--- config.mk ---
export PLATFORM = sky130hd
export DESIGN_NAME = subblock_tlv_walker
export DESIGN_NICKNAME = d
export VERILOG_FILES = /design/src/hdl/swk_pkg.sv /design/src/hdl/swk_in_stage.sv /design/src/hdl/swk_step.sv /design/src/hdl/subblock_tlv_walker.sv
export SDC_FILE = /design/constraint.sdc
export NUM_CORES = 1
export LEC_CHECK = 0
export ABC_CLOCK_PERIOD_IN_PS = 7600
export BUFFER_PORTS_ARGS = -buffer_cell sky130_fd_sc_hd__buf_2
export CORE_ASPECT_RATIO = 0.7
export CORE_MARGIN = 1
export CORE_UTILIZATION = 40
export CTS_CLUSTER_DIAMETER = 150
export DETAILED_ROUTE_END_ITERATION = 12
export HOLD_SLACK_MARGIN = 0.02
export PLACE_DENSITY = 0.68
export SYNTH_ARGS = -nofsm -noshare
export SYNTH_HDL_FRONTEND = slang
export SYNTH_SLANG_ARGS = --single-unit
--- constraint.sdc ---
create_clock -name clk -period 7.6 [get_ports clk]
set_input_delay 0.38 -clock clk [delete_from_list [all_inputs] [get_ports clk]]
set_output_delay 0.38 -clock clk [all_outputs]
set_load 0.01 [all_outputs]
--- src/hdl/swk_pkg.sv ---
// shared types and constants of the sub-block walker
// used by swk_step and subblock_tlv_walker; depends on nothing

package swk_pkg;

    // width of the saturating message byte counter
    localparam int OFFSET_BITS = 16;

    // header sizes in bytes
    localparam logic [15:0] HDR_SIZE_SHORT = 16'd2;
    localparam logic [15:0] HDR_SIZE_LONG  = 16'd4;

    // output data width, packed fields padded to whole bytes
    localparam int OUT_DATA_BITS = 80;

    // configuration register indexes
    localparam logic [1:0] CFG_LONG_HEADER   = 2'd0;
    localparam logic [1:0] CFG_HEADER_OFFSET = 2'd1;
    localparam logic [1:0] CFG_COUNT_FROM_MSG = 2'd2;
    localparam logic [1:0] CFG_PRESET_COUNT  = 2'd3;

    // byte role codes on the output
    localparam logic [1:0] ROLE_PREFIX  = 2'd0;
    localparam logic [1:0] ROLE_HEADER  = 2'd1;
    localparam logic [1:0] ROLE_PAYLOAD = 2'd2;
    localparam logic [1:0] ROLE_AFTER   = 2'd3;

    // walk phase
    typedef enum logic [3:0] {
        PH_PREFIX  = 4'b0001,
        PH_HEADER  = 4'b0010,
        PH_PAYLOAD = 4'b0100,
        PH_AFTER   = 4'b1000
    } phase_t;

    typedef struct packed {
        logic        long_header;
        logic [7:0]  header_offset;
        logic        count_from_message;
        logic [15:0] preset_count;
    } cfg_t;

    typedef struct packed {
        phase_t                 phase;
        logic [OFFSET_BITS-1:0] msg_offset;
        logic [15:0]            remaining;
        logic [15:0]            index;
        logic [15:0]            ident;
        logic [15:0]            length;
        logic [15:0]            position;
    } walk_state_t;

    localparam walk_state_t WALK_RESET = '{
        phase:      PH_PREFIX,
        msg_offset: '0,
        remaining:  16'd0,
        index:      16'd0,
        ident:      16'd0,
        length:     16'd0,
        position:   16'd0
    };

    typedef struct packed {
        logic [7:0]  byte_out;
        logic [1:0]  byte_role;
        logic [15:0] block_number;
        logic [15:0] block_ident;
        logic [15:0] block_length;
        logic [15:0] offset_in_block;
        logic        block_end;
        logic        message_end;
        logic        overrun_error;
    } result_t;

endpackage

--- src/hdl/swk_in_stage.sv ---
// input register of the sub-block walker: holds one incoming word
// depends on nothing but the handshake from the consuming stage

module swk_in_stage
(
    input  logic       clk,
    input  logic       rst_n,
    input  logic       s_tvalid,
    output logic       s_tready,
    input  logic [7:0] s_tdata,     // data_byte[7:0]
    input  logic       s_tlast,     // last_in_message
    input  logic       take,        // consumer takes the held word this cycle
    output logic       held_valid,
    output logic [7:0] held_byte,
    output logic       held_last
);

    logic       valid_reg;
    logic       valid_next;
    logic [7:0] byte_reg;
    logic       last_reg;

    // room whenever empty or the held word leaves now
    assign s_tready   = !valid_reg || take;
    assign valid_next = (s_tvalid && s_tready) || (valid_reg && !take);

    always_ff @(posedge clk or negedge rst_n)
    begin
        if (!rst_n)
        begin
            valid_reg <= 1'b0;
        end
        else
        begin
            valid_reg <= valid_next;
        end
    end

    // payload, no reset
    always_ff @(posedge clk)
    begin
        if (s_tvalid && s_tready)
        begin
            byte_reg <= s_tdata;
            last_reg <= s_tlast;
        end
    end

    assign held_valid = valid_reg;
    assign held_byte  = byte_reg;
    assign held_last  = last_reg;

endmodule

--- src/hdl/swk_step.sv ---
// one step of the walk: next walk state and tagged result for one byte
// depends on swk_pkg for the state, config and result types

module swk_step
(
    input  swk_pkg::cfg_t        cfg,
    input  swk_pkg::walk_state_t cur,
    input  logic [7:0]           din,
    input  logic                 last,
    output swk_pkg::walk_state_t nxt,
    output swk_pkg::result_t     res
);

    always_comb
    begin
        swk_pkg::walk_state_t st;
        logic [15:0] hs;
        logic [16:0] p_inc;
        logic        done;
        logic        bend;
        logic        in_block;
        logic        advance;

        st       = cur;
        done     = 1'b0;
        bend     = 1'b0;
        in_block = 1'b0;
        advance  = 1'b0;
        hs       = cfg.long_header ? swk_pkg::HDR_SIZE_LONG : swk_pkg::HDR_SIZE_SHORT;

        res                 = '0;
        res.byte_out        = din;
        res.byte_role       = swk_pkg::ROLE_PREFIX;
        res.message_end     = last;

        // prefix: latch count byte or move on to the first block, or past the blocks when the count is zero
        if (st.phase == swk_pkg::PH_PREFIX)
        begin
            if (st.msg_offset < swk_pkg::OFFSET_BITS'(cfg.header_offset))
            begin
                if (cfg.count_from_message)
                begin
                    st.remaining = {8'd0, din};
                end
            end
            else
            begin
                if (!cfg.count_from_message)
                begin
                    st.remaining = cfg.preset_count;
                end
                else if (cfg.header_offset == 8'd0)
                begin
                    st.remaining = 16'd0;
                end
                st.ident    = 16'd0;
                st.length   = 16'd0;
                st.position = 16'd0;
                st.phase    = (st.remaining == 16'd0) ? swk_pkg::PH_AFTER
                                                      : swk_pkg::PH_HEADER;
            end
        end

        p_inc = {1'b0, st.position} + 17'd1;

        case (st.phase)
            swk_pkg::PH_HEADER:
            begin
                res.byte_role       = swk_pkg::ROLE_HEADER;
                res.block_number    = st.index;
                res.offset_in_block = st.position;
                in_block            = 1'b1;
                // header byte meaning from its position
                if (cfg.long_header)
                begin
                    if (st.position == 16'd0)
                    begin
                        st.ident = {din, 8'd0};
                    end
                    else if (st.position == 16'd1)
                    begin
                        st.ident = st.ident | {8'd0, din};
                    end
                    else if (st.position == 16'd2)
                    begin
                        st.length = {din, 8'd0};
                    end
                    else
                    begin
                        st.length = st.length | {8'd0, din};
                        done      = 1'b1;
                    end
                end
                else
                begin
                    if (st.position == 16'd0)
                    begin
                        st.ident = {8'd0, din};
                    end
                    else
                    begin
                        st.length = {8'd0, din};
                        done      = 1'b1;
                    end
                end
                if (done)
                begin
                    if (st.length < hs)
                    begin
                        st.length = hs;
                    end
                    res.block_ident  = st.ident;
                    res.block_length = st.length;
                    if ({1'b0, st.length} <= p_inc)
                    begin
                        bend    = 1'b1;
                        advance = 1'b1;
                    end
                    else
                    begin
                        st.position = p_inc[15:0];
                        st.phase    = swk_pkg::PH_PAYLOAD;
                    end
                end
                else
                begin
                    st.position = p_inc[15:0];
                end
            end
            swk_pkg::PH_PAYLOAD:
            begin
                res.byte_role       = swk_pkg::ROLE_PAYLOAD;
                res.block_number    = st.index;
                res.offset_in_block = st.position;
                res.block_ident     = st.ident;
                res.block_length    = st.length;
                in_block            = 1'b1;
                if (p_inc >= {1'b0, st.length})
                begin
                    bend    = 1'b1;
                    advance = 1'b1;
                end
                else
                begin
                    st.position = p_inc[15:0];
                end
            end
            swk_pkg::PH_AFTER:
            begin
                res.byte_role    = swk_pkg::ROLE_AFTER;
                res.block_number = st.index;
            end
            default:
            begin
                res.byte_role = swk_pkg::ROLE_PREFIX;
            end
        endcase

        // step to the next block
        if (advance)
        begin
            st.remaining = st.remaining - 16'd1;
            st.index     = st.index + 16'd1;
            st.ident     = 16'd0;
            st.length    = 16'd0;
            st.position  = 16'd0;
            st.phase     = (st.remaining == 16'd0) ? swk_pkg::PH_AFTER
                                                   : swk_pkg::PH_HEADER;
        end

        // saturating message byte count
        if (st.msg_offset != '1)
        begin
            st.msg_offset = st.msg_offset + swk_pkg::OFFSET_BITS'(1);
        end

        res.block_end     = bend;
        res.overrun_error = last && in_block && !bend;

        // message end restarts the walk
        if (last)
        begin
            st = swk_pkg::WALK_RESET;
        end

        nxt = st;
    end

endmodule

--- src/hdl/subblock_tlv_walker.sv ---
// top level of the sub-block walker: config registers, walk state, result register
// depends on swk_pkg, swk_in_stage and swk_step

// Tags every byte of a message with its role in a type-length-value walk:
// prefix, block header, block payload or after the last block, together
// with block number, id, length, offset in the block and block-end and
// overrun flags. One byte goes in and one tagged word comes out per clock
// while m_tready is high; each byte passes the input register and then the
// result register, and the walk state is updated in the same cycle the
// result is registered. The sustained rate is one byte per cycle without
// back-pressure, as the walk state is updated with each result. Write the
// configuration only while no bytes are in flight; a message end returns
// the walk to the prefix of the next message.

module subblock_tlv_walker
(
    input  logic        clk,
    input  logic        rst_n,
    // configuration write port
    input  logic        cfg_we,
    input  logic [1:0]  cfg_index,
    input  logic [15:0] cfg_data,
    // byte input
    input  logic        s_tvalid,
    output logic        s_tready,
    input  logic [7:0]  s_tdata,    // data_byte[7:0]
    input  logic        s_tlast,    // last_in_message
    // tagged word output
    output logic        m_tvalid,
    input  logic        m_tready,
    // byte_out[7:0], block_number[23:8], block_ident[39:24], block_length[55:40],
    // offset_in_block[71:56], block_end[72], overrun_error[73], zeros[79:74]
    output logic [swk_pkg::OUT_DATA_BITS-1:0] m_tdata,
    output logic [1:0]  m_tuser,    // byte_role[1:0]
    output logic        m_tlast     // message_end
);

    swk_pkg::cfg_t        cfg_reg;
    swk_pkg::walk_state_t state_reg;
    swk_pkg::walk_state_t state_next;
    swk_pkg::result_t     step_res;
    swk_pkg::result_t     out_reg;
    logic                 out_valid_reg;
    logic                 out_valid_next;
    logic                 held_valid;
    logic [7:0]           held_byte;
    logic                 held_last;
    logic                 fire;

    // a held byte is processed when the result register is free or its word is taken
    assign fire           = held_valid && (!out_valid_reg || m_tready);
    assign out_valid_next = fire || (out_valid_reg && !m_tready);

    swk_in_stage u_in
    (
        .clk        (clk),
        .rst_n      (rst_n),
        .s_tvalid   (s_tvalid),
        .s_tready   (s_tready),
        .s_tdata    (s_tdata),
        .s_tlast    (s_tlast),
        .take       (fire),
        .held_valid (held_valid),
        .held_byte  (held_byte),
        .held_last  (held_last)
    );

    swk_step u_step
    (
        .cfg  (cfg_reg),
        .cur  (state_reg),
        .din  (held_byte),
        .last (held_last),
        .nxt  (state_next),
        .res  (step_res)
    );

    // configuration registers
    always_ff @(posedge clk or negedge rst_n)
    begin
        if (!rst_n)
        begin
            cfg_reg.long_header        <= 1'b0;
            cfg_reg.header_offset      <= 8'd0;
            cfg_reg.count_from_message <= 1'b1;
            cfg_reg.preset_count       <= 16'd0;
        end
        else if (cfg_we)
        begin
            case (cfg_index)
                swk_pkg::CFG_LONG_HEADER:    cfg_reg.long_header        <= cfg_data[0];
                swk_pkg::CFG_HEADER_OFFSET:  cfg_reg.header_offset      <= cfg_data[7:0];
                swk_pkg::CFG_COUNT_FROM_MSG: cfg_reg.count_from_message <= cfg_data[0];
                swk_pkg::CFG_PRESET_COUNT:   cfg_reg.preset_count       <= cfg_data;
                default:                     cfg_reg                    <= cfg_reg;
            endcase
        end
    end

    // walk state and output valid
    always_ff @(posedge clk or negedge rst_n)
    begin
        if (!rst_n)
        begin
            state_reg     <= swk_pkg::WALK_RESET;
            out_valid_reg <= 1'b0;
        end
        else
        begin
            if (fire)
            begin
                state_reg <= state_next;
            end
            out_valid_reg <= out_valid_next;
        end
    end

    // result payload
    always_ff @(posedge clk)
    begin
        if (fire)
        begin
            out_reg <= step_res;
        end
    end

    assign m_tvalid = out_valid_reg;
    assign m_tdata  = {6'd0, out_reg.overrun_error, out_reg.block_end,
                       out_reg.offset_in_block, out_reg.block_length,
                       out_reg.block_ident, out_reg.block_number, out_reg.byte_out};
    assign m_tuser  = out_reg.byte_role;
    assign m_tlast  = out_reg.message_end;

endmodule
==> results.toml <==
[placement]
io_buffers = 110
dp_cells = 1659
hpwlAfterDp_mm = 25.6
place.gp.congestion = 1.01

[die]
initial_core_util_pct = 41.2
rows = 52
fp.dieH_um = 147
ios = 117
die_area_um2 = 30900
die_x_um = 210
core_um2 = 29300

[finish]
fin_nets = 1393
regArea_um2 = 5790
post-route-util_pct = 47.4
fillers = 2692
antenna_cells = 0
layout_commonest_cell = "nand2_1"
largest_reg_flops = 100
multi_input_area_um2 = 5770
drive_gt1_share_pct = 17.9
fin_cells = 1709
final_cell_mix = "nand2_1, dfrtp_1, buf_2, edfxtp_1, nor2_1"
area_growth_pct = 14.9

[logic_synthesis]
ys_seq_area_share_pct = 48.0
synth_edf_count = 86
syn_avg_cell_area_um2 = 10.0
synth_cell_types = 88
ys_warn_count = 0
async_flop_share_pct = 59.8
synth-seq-cells = 214
syn_area_um2 = 12100
syn_inst = 1206
synth_ff_type = "dfrtp_1"

[power]
intPower_uw = 2320
p_leak_uw = 0.00581
combPwrFrac_pct = 26.1
p_sw_share_pct = 33.3
p_per_area_nw_per_um2 = 251
netSwitchingPower_uw = 1160
p_total_uw = 3470
seqPwrFrac_pct = 40.2
power.share.clock_pct = 33.6
vdd_drop_max_uv = 138

[setup_path]
worstReg2RegStart = "state_reg[87]$_DFFE_PN0P_"
cp_slowest_cell = "o21ai_1"
crit_start = "state_reg[87]$_DFFE_PN0P_"
startpoint_type = "register"
worstPathArrival_ns = 7.50
crit_path_max_incr_delay_ns = 0.88
crit_fanout = 15
worst_ep_required_time_ns = 8.07
end_kind = "register"
crit_type = "reg -> reg"

[route]
dr.pass1.iters = 6
wl_mm = 36.4
vias = 10200
drc = 0
drt_iter0_drc = 1220
wl_per_cell_um = 21.3
via_per_inst = 6.00
drt.antenna.violating_nets = 0

[global_routing]
grt_pass1_vias = 9321
gr-total-overflow = 0
grt_usage_pct = 23.3
antenna_found_initial = 0
grt_pass1_wl_mm = 55.7
grt_start_max_net_pins = 68

[worst_hold_path]
hold_path_class = "in -> reg"
hp-start = "s_tdata[3]"

[sta]
worstMarginPinSlew_ns = 1.13
fmax_ghz = 0.142
rsz0062_at_grt = "no"
fin_crit_sh_pct = 92.5
maxSlewViolCount = 0
slew_headroom_pct = 24.4
min_period_ns = 7.03
finalSetupTns_ns = 0
fin_skew_ns = 0.0185
hold_viol = 0
setup_viol = 0

[clock_tree]
cts.sinks = 214
insertion_delay_ns = 0.54
cts_tree = "yes"
cts_setup_buffers = 0
root_buffer = "clkbuf_16"
clkTransAtPathRegs_ns = 0.07
clockBufferDepth = 3
htreeDepth = 1
cts_buffers = 23

[outcome]
status = "finished clean"

[flow_run]
max-cap-violations = 0
==> layout make-up <==
class                   count  area share, %
flip-flops and latches    214           41.7
multi-input cells         867           41.6
repair buffers            139           5.70
clock buffers              30           4.64
well taps                 378           3.41
inverters                  69           1.89
clock inverters            12           1.03
==> cell families (layout without fill, tap and decap cells) <==
family	count (synthesis)	count (layout)	share of synthesized area, %
mux	38	38	3.42
compound gates	309	309	17.7
xor+xnor	41	41	2.98
buf+inv	130	250	4.43
flops	214	214	48.0
other cells	1	6	0.0311
fa+ha+maj	47	47	4.87
simple gates	426	426	18.6
==> cell usage after synthesis, types with 5 or more instances <==
cell         n  area (um2)
nor3_1      16        80.1
or3_1       10        62.6
a21oi_1     51         255
mux2i_1     12         120
a22oi_1     12        90.1
nand2_1    127         477
inv_1       67         251
o21a_1      15         113
and4_1       6        52.6
dfrtp_1    126        3150
buf_4        8        60.1
xnor2_1     26         228
o22ai_1     17         106
a21o_1       6        45.0
nor2b_1     18         113
xor2_1      15         131
edfxtp_1    86        2580
buf_2       13        65.1
o211ai_1     7        52.6
and3_1      16         100
o21ai_0     66         330
o21ai_1     18        90.1
nor4_1      14        87.6
mux2_2      26         293
nand3_1     47         235
o221ai_1     7        61.3
clkbuf_1    38         143
nand3b_1     7        52.6
a22o_1      23         201
nand2b_1     7        43.8
a211oi_1     5        37.5
a2bb2oi_1    7        61.3
nor2_1      72         270
nand4_1     14        87.6
ha_1        47         588
and2_1      38         238
a31oi_1     19         119
==> through the flow <==
step	setup WS [ns]	hold slack (ns)	cell area, um2
floorplan	0.732	0.0844	12100
global placement	0.849	0.468	13000
detailed placement	0.559	0.480	13000
CTS	0.553	0.0236	13900
global route	0.140	0.0276	13900
finish	0.567	0.0394	13900
==> critical path, delay by kind of cell, from the launching register on <==
family,cells,cell delay [ns]
compound gates,13,3.09
fa+ha+maj,3,0.92
buf+inv,3,0.49
flops,1,0.45
mux,1,0.16
simple gates,9,1.83
==> power by group through the flow <==
stage / registers (uW) / logic [uW] / clock network [uW]
final: 1400 / 908 / 1170
after global routing: 1410 / 985 / 1230
after CTS: 1390 / 887 / 1190
after detailed placement: 1410 / 877 / 0
after global placement: 1410 / 872 / 0
after floorplan: 1390 / 645 / 0
==> final timing paths <==
check	to	slack (ns)	cells after the start
worst min register to register	state_reg[31]$_DFFE_PN0P_	0.50	2
worst max-delay path	state_reg[58]$_DFFE_PN0P_	0.57	29
max in group asynchronous	state_reg[25]$_DFFE_PN0P_	5.68	3
worst max register to register	state_reg[58]$_DFFE_PN0P_	0.57	29
worst min-delay path	u_in.held_byte[3]$_DFFE_PP_	0.04	1
min in group asynchronous	state_reg[11]$_DFFE_PN0P_	0.48	2
==> repair_timing <==
item                                    CTS  global route
endpoints found under the setup margin    0             7
hold buffers                              8             0
gates resized for setup                   0             1
endpoints found under the hold margin    67             0
==> routing by layer <==
layer  global-route usage, %  vias up  wire length [um]
met4                    4.85        0               678
met5                       0        -                 0
met2                    31.7      593             14400
met1                    37.1     4973             17600
li1                        -     4632                 -
met3                    5.09       49              3700
(Power assumes the default switching activity.)
